<file path="src/hdl/nfd_pkg.sv">
// Shared constants, controller types and helper functions for the navigation frame deframer.
package nfd_pkg;

  localparam logic [7:0] HDR0 = 8'h55;
  localparam logic [7:0] HDR1 = 8'hAA;
  localparam logic [7:0] HDR2 = 8'h4C;

  localparam int FRAME_LEN = 80;
  localparam int POS_W     = $clog2(FRAME_LEN);

  localparam logic [POS_W-1:0] POS_HDR0    = POS_W'(0);
  localparam logic [POS_W-1:0] POS_HDR1    = POS_W'(1);
  localparam logic [POS_W-1:0] POS_HDR2    = POS_W'(2);
  localparam logic [POS_W-1:0] POS_BODY    = POS_W'(3);
  localparam logic [POS_W-1:0] TIME_FIRST  = POS_W'(3);
  localparam logic [POS_W-1:0] TIME_LAST   = POS_W'(6);
  localparam logic [POS_W-1:0] POS_LAST    = POS_W'(FRAME_LEN - 1);
  localparam logic [POS_W-1:0] WORD0_ADDR  = POS_W'(11);
  localparam logic [POS_W-1:0] SHORT_ADDR  = POS_W'(77);
  localparam logic [POS_W-1:0] AUX_ADDR    = POS_W'(7);

  localparam int WORD_W   = 32;
  localparam int INDEX_W  = 5;
  localparam int SLOT_W   = 5;
  localparam int TDATA_W  = 40;

  localparam logic [INDEX_W-1:0] SHORT_WORD = INDEX_W'(15);
  localparam logic [INDEX_W-1:0] AUX_WORD   = INDEX_W'(16);

  localparam int TIME_BITS = 32;

  // quotient by 200 = (count >> 3) / 25, taken by multiplying with ceil(2**34 / 25)
  localparam int QUO_PROD_W = 42;
  localparam int QUO_SHIFT  = 34;
  localparam logic [QUO_PROD_W-1:0] RECIP_25 = QUO_PROD_W'(687194768);

  localparam logic [7:0] TIME_MOD     = 8'd200;
  // remainder of 2**32 by 200: a negative count is a multiple of 200 iff its raw bits leave this
  localparam logic [7:0] NEG_ZERO_REM = 8'd96;
  localparam int         SLOT_STEP    = 10;
  localparam int         MAX_SLOT     = 17;
  localparam logic [SLOT_W-1:0] NO_SLOT = SLOT_W'(18);

  localparam logic [1:0] BYTE_LAST_WORD  = 2'd3;
  localparam logic [1:0] BYTE_LAST_SHORT = 2'd1;

  typedef enum logic [2:0] {
    ST_RX,
    ST_MOD,
    ST_START,
    ST_RD,
    ST_DAT,
    ST_EMIT
  } ctl_state_t;

  typedef struct packed {
    logic rx_en;
    logic mod_step;
    logic word_start;
    logic rd_issue;
    logic rd_shift;
    logic emit_load;
  } ctl_cmd_t;

  typedef struct packed {
    logic frame_good;
    logic mod_last;
    logic byte_last;
    logic out_free;
    logic word_last;
  } ctl_sts_t;

  function automatic logic [POS_W-1:0] word_addr(input logic [INDEX_W-1:0] idx);
    logic [POS_W-1:0] addr;
    if (idx == AUX_WORD) begin
      addr = AUX_ADDR;
    end else if (idx == SHORT_WORD) begin
      addr = SHORT_ADDR;
    end else begin
      addr = WORD0_ADDR + POS_W'({idx, 2'b00});
    end
    return addr;
  endfunction

  function automatic logic [SLOT_W-1:0] aux_slot_of(input logic neg, input logic [7:0] rem);
    logic [SLOT_W-1:0] slot;
    slot = NO_SLOT;
    if (neg) begin
      if (rem == NEG_ZERO_REM) begin
        slot = '0;
      end
    end else begin
      for (int k = 0; k <= MAX_SLOT; k++) begin
        if (rem == 8'(k * SLOT_STEP)) begin
          slot = SLOT_W'(k);
        end
      end
    end
    return slot;
  endfunction

endpackage

</file>
<file path="src/hdl/nfd_ctrl.sv">
// Sequencing state machine: receive, time-count reduction, word readout and emission.
module nfd_ctrl (
  input  logic               clk,
  input  logic               rst_n,
  input  logic               in_tvalid,
  input  nfd_pkg::ctl_sts_t  sts,
  output nfd_pkg::ctl_cmd_t  cmd
);

  nfd_pkg::ctl_state_t state_r, state_nxt;

  always_ff @(posedge clk) begin
    if (!rst_n) begin
      state_r <= nfd_pkg::ST_RX;
    end else begin
      state_r <= state_nxt;
    end
  end

  always_comb begin
    state_nxt = state_r;
    cmd       = '0;
    unique case (state_r)
      nfd_pkg::ST_RX: begin
        cmd.rx_en = 1'b1;
        if (in_tvalid && sts.frame_good) begin
          state_nxt = nfd_pkg::ST_MOD;
        end
      end
      nfd_pkg::ST_MOD: begin
        cmd.mod_step = 1'b1;
        if (sts.mod_last) begin
          state_nxt = nfd_pkg::ST_START;
        end
      end
      nfd_pkg::ST_START: begin
        cmd.word_start = 1'b1;
        state_nxt      = nfd_pkg::ST_RD;
      end
      nfd_pkg::ST_RD: begin
        cmd.rd_issue = 1'b1;
        state_nxt    = nfd_pkg::ST_DAT;
      end
      nfd_pkg::ST_DAT: begin
        cmd.rd_shift = 1'b1;
        state_nxt    = sts.byte_last ? nfd_pkg::ST_EMIT : nfd_pkg::ST_RD;
      end
      nfd_pkg::ST_EMIT: begin
        if (sts.out_free) begin
          cmd.emit_load = 1'b1;
          state_nxt     = sts.word_last ? nfd_pkg::ST_RX : nfd_pkg::ST_START;
        end
      end
      default: begin
        state_nxt = nfd_pkg::ST_RX;
      end
    endcase
  end

endmodule

</file>
<file path="config.mk">
export PLATFORM = sky130hd
export DESIGN_NAME = nfd_ctrl
export DESIGN_NICKNAME = d
export VERILOG_FILES = /design/src/hdl/nfd_pkg.sv /design/src/hdl/nfd_ctrl.sv
export SDC_FILE = /design/constraint.sdc
export NUM_CORES = 1
export LEC_CHECK = 0
export ABC_CLOCK_PERIOD_IN_PS = 1260
export BUFFER_PORTS_ARGS = -buffer_cell sky130_fd_sc_hd__buf_2
export CAP_MARGIN = 20
export CORE_AREA = 2 2 39 41
export DETAILED_ROUTE_END_ITERATION = 8
export DIE_AREA = 0 0 41 43
export PLACE_DENSITY_LB_ADDON = 0.1
export SYNTH_ARGS = -nofsm -noshare
export SYNTH_HDL_FRONTEND = slang
export SYNTH_SLANG_ARGS = --single-unit
</file>
<file path="constraint.sdc">
create_clock -name clk -period 1.26 [get_ports clk]
set_input_delay 0.126 -clock clk [delete_from_list [all_inputs] [get_ports clk]]
set_output_delay 0.126 -clock clk [all_outputs]
set_load 0.05 [all_outputs]
</file>
Yosys cells after proc, flatten, opt, wreduce, memory -nomap -nowiden
Index checks and enable logic that the tools add are counted.
{"block": "word_totals", "elab_cells": 25, "mem_bits_ro": 0, "ramBits": 0, "in_bits": 8, "n_memories": 0, "regBits": 3, "latchBits": 0}
{"block": "op_classes", "add_sub_neg": 0, "n_div": 0, "n_lt_le_gt_ge": 0, "n_reduce_logical": 3, "bitwise": 0, "n_mul": 0, "n_mux": 13, "eq_ne": 8, "shift": 0}
{"op": "case mux 3 bit (6 select lines)", "count": 1}
{"op": "2-to-1 mux 3 bit", "count": 4}
{"op": "2-to-1 mux 1 bit", "count": 7}
{"op": "equality test 3 x 2 -> 1 bit (second input constant)", "count": 2}
{"op": "equality test 3 bit (second input constant)", "count": 2}
{"op": "!= test 2 bit (second input constant)", "count": 3}
{"op": "equality test 3 x 1 -> 1 bit (second input constant)", "count": 1}
{"op": "zero test 3 bit", "count": 1}
{"op": "AND reduction 3 bit", "count": 1}
{"op": "2-to-1 mux 2 bit", "count": 1}
{"op": "logical AND 1 bit", "count": 1}

Logic depth before layout (Yosys ltp)
{"block": "depth", "depth_word": 3, "mapped_depth": 4}

Worst setup path after synthesis
OpenSTA, ideal clock, no wires.
{"block": "synth_path", "kind": "register to register", "start": "register state_r[0]", "end": "register state_r[0]", "setup_ps": 118, "slack_ps": -235, "synth_period_minus_slack_ps": 1495, "required_time_ps": 1142, "stages_incl_launch_ff": 5, "arrival_time_ps": 1378, "path_cell_list": "dfxtp_1 > buf_6 > nor3_2 > nand2_1 > o2111a_1"}
{"block": "synth_via", "elab_chain_len": 3, "elab_cells_between_ends": 11}
{"element": "start, declared", "line": "nfd_ctrl.sv:10", "source": "nfd_pkg::ctl_state_t state_r, state_nxt;"}
{"element": "start signal, assigned", "line": "nfd_ctrl.sv:14", "source": "state_r <= nfd_pkg::ST_RX;"}
{"element": "start signal, assigned", "line": "nfd_ctrl.sv:16", "source": "state_r <= state_nxt;"}
{"element": "equality test 3 x 1 -> 1 bit (tied with other cells)", "line": "nfd_ctrl.sv:23", "source": "unique case (state_r)"}
{"element": "!= test 2 bit (no line)"}
{"element": "AND reduction 3 bit (no line)"}
Parallel ways exist; a longest one is shown, timed or not.
A chain may end at the register's enable or synchronous reset.

==> metrics.md <==
| Metric | Value |
|---|---|
| Status | `complete, no violations` |
| Pin count of the biggest net entering global routing | `14` |
| DRC | `0` |
| RSZ-0062 raised after global routing | `no` |
| Most flops, register | `state_r` |
| Max reg flops | `3` |
| Worst EP required | `1.13 ns` |
| Crit path max fanout | `8` |
| Fillers | `~170` |
| GRT Overall Usage | `9.12%` |
| Post-Syn Nets | `40` |
| Cts bufs inserted | `3` |
| Die width | `41 microns` |
| RR Startpoint | `state_r[1]$_SDFFE_PN0P_` |
| Die area | `1760 sq um` |
| Final worst-path cycle share | `95.2%` |
| Design Area, Final | `439 sq um` |
| Minimum clock period | `1.20 ns` |
| CP max stage delay | `0.36 ns` |
| # diodes | `0` |
| Worst hold path depth | `2` |
| Port-buffer cells | `13` |
| Crit path kind | `flip-flop to output pin` |
| CTS tree | `yes` |
| Sequential area share after synthesis | `around a fifth` |
| Post-route antenna net violation count | `0` |
| Final #Nets | `59` |
| VDD IR-drop max | `0.443 mV` |
| GPL Wtd Cong | `roughly 0.71` |
| Initial antenna violation count | `0` |
| Synthesized flop and latch total | `3` |
| Synth cell count leaders | `4 x nor2_1, 3 x a21oi_1, 3 x dfxtp_1, 3 x nand2_1` |
| Routed WL | `717 microns` |
| Worst skew pair latency | `0.23 ns` |
| # hold bufs at CTS | `0` |
| Post-synth EDFFs | `0` |
| Vias in the first global route | `285` |
| Iter 0 DRT Violations | `3` |
| Grt ovf | `0` |
| Die height | `43 microns` |
| Min-delay worst type | `input pin to flip-flop` |
| Placed Area | `378 sq um` |
| PnR Total Power | `0.443 mW` |
| Slew Viols, Final | `0` |
| Cells after synthesis | `32` |
| Top Ports | `14` |
| First-pass GRT wire length | `1.07 mm` |
| Final clock skew | `0.000144 ns` |
| Area growth from synthesis to layout | `54.6%` |
| Hold endpoint | `state_r[2]$_SDFFE_PN0P_` |
| Max Root-Sink Buffers | `2` |
| First-pass DRT Iterations | `4` |
| FMAX | `0.834 GHz` |
| Reg2reg path depth | `3` |
| Startpoint Class | `flip-flop` |
| Top FF cell, synth | `dfxtp_1` |
| DR WL/cell | `10.9 microns` |
| MaxCap Viol Count | `0` |
| Post-Syn Area | `284 sq um` |
| Critical Path AT | `about 1.1 ns` |
| CP endpoint kind | `output pin` |
| Fin util | `31.7%` |
| Vias per inst | `4.59` |
| Hold Slack | `0.138 ns` |
| Lkg Pwr | `0.208 nW` |
| Mean Syn Cell Area | `8.88 sq um` |
| Rows | `14` |
| Crit path cell chain | `nand2b_1, nor2_2, buf_4` |
| Ys async rst share | `0%` |
| Setup crit start | `state_r[1]$_SDFFE_PN0P_` |
| Layout cells sized above 1 | `64.0%` |
| Power density over cell area | `1010 nW/um^2` |
| Regs by FF count | `state_r x3` |
| Synth top area share | `21.1%` |
| Count leader, synth | `nor2_1` |
| Critical R2R Capture | `state_r[1]$_SDFFE_PN0P_` |
| Synth unique cells | `20` |
| Largest area contributor in the synthesized netlist | `dfxtp_1` |
| Synth area leaders | `dfxtp_1 21%, buf_6 7.9%, nand3b_4 7.0%, a21oi_1 5.3%, nor2_1 5.3%` |
| Hold Startpoint | `rst_n` |
| Tightest Pin Transition | `about 0.25 ns` |
| Total of warnings raised by yosys | `0` |
| Clock-pin slew on the worst setup and hold paths | `0.04 ns` |
| Final TNS setup | `0 ns` |
| Slack of the worst reg-to-reg path | `0.20 ns` |
| Vias | `303` |
| Core Area | `roughly 1400 sq um` |
| CTS Sinks | `3` |
| H-tree depth | `1` |
| HPWL reported at the end of detailed placement | `527 microns` |
| Initial Util | `20.5%` |
| CTS root buf | `clkbuf_4` |
| Hold Fails Final Rpt | `0` |
| Slew HR | `83.3%` |
| CP max stage cell | `dfxtp_2` |
| Final setup violation count | `0` |
per-layer routing:
metal  routed length, microns  track usage [%]
met1                      315             11.5
met2                      363             12.5
met3                       38             3.14
met4                        0             6.00
met5                        0                0
how the worst max path moves through the flow:
stage,cells after the start,end
finish,3,cmd[4]
global route,3,cmd[3]
CTS,3,cmd[0]
detailed placement,2,cmd[2]
global placement,3,cmd[4]
floorplan,4,state_r[0]$_SDFFE_PN0P_
repair_timing:
| item | 4_1_cts | 5_1_grt |
|---|---|---|
| setup endpoints to repair | 6 | 5 |
| gates cloned | 0 | 0 |
| buffers inserted | 0 | 1 |
| hold endpoints to repair | 0 | 0 |
| pin swaps | 0 | 1 |
| gates resized for setup | 9 | 4 |
cell families (layout without fill, tap and decap cells):
group,Yosys count,count (layout),synth area share (%)
buffers and inverters,3,21,9.25
DFF,3,3,21.1
and+or+nand+nor,16,16,41.0
AOI/OAI and AO/OA,10,10,28.6
area by class of cell:
| cell class | instances | area, sq um | area share, % |
|---|---|---|---|
| tap | 16 | 20.0 | 4.56 |
| clock buffer | 4 | 26.3 | 5.98 |
| sequential | 3 | 68.8 | 15.7 |
| inverter | 1 | 3.75 | 0.855 |
| multi-input combinational | 26 | 214 | 48.7 |
| timing repair buffer | 16 | 106 | 24.2 |
cells in the final DEF, fill, tap and decap left out, drive strengths merged:
master | netlist | final
inv | 1 | 1
o21ba | 1 | 1
nor3 | 1 | 1
o21a | 1 | 1
nor2 | 4 | 4
buf | 2 | 15
clkbuf | 0 | 5
o32ai | 1 | 1
nand2 | 3 | 3
dfxtp | 3 | 3
nor2b | 3 | 3
o21ai | 1 | 1
o221a | 1 | 1
a22oi | 1 | 1
a21oi | 3 | 3
nand3b | 1 | 1
and3 | 1 | 1
nand2b | 3 | 3
o2111a | 1 | 1
report_power, final:
group | internal (mW) | switching, mW
logic | 0.0708 | 0.0832
registers | 0.101 | 0.0157
clock network | 0.119 | 0.0535
total | 0.290 | 0.152
through the flow:
step	std cells	worst slack [ns]
3_5_place_dp	61	0.0843
6_report	66	0.0608
4_1_cts	65	0.00205
5_1_grt	66	0.00452
2_1_floorplan	32	-0.00988
3_3_place_gp	61	0.0679
critical path: cells and delay by family, from the launching register on:
family / cells / cell delay [ns]
and+or+nand+nor: 2 / 0.28
buffers and inverters: 1 / 0.20
DFF: 1 / 0.36
No activity file was read; power rests on OpenSTA's default activity.
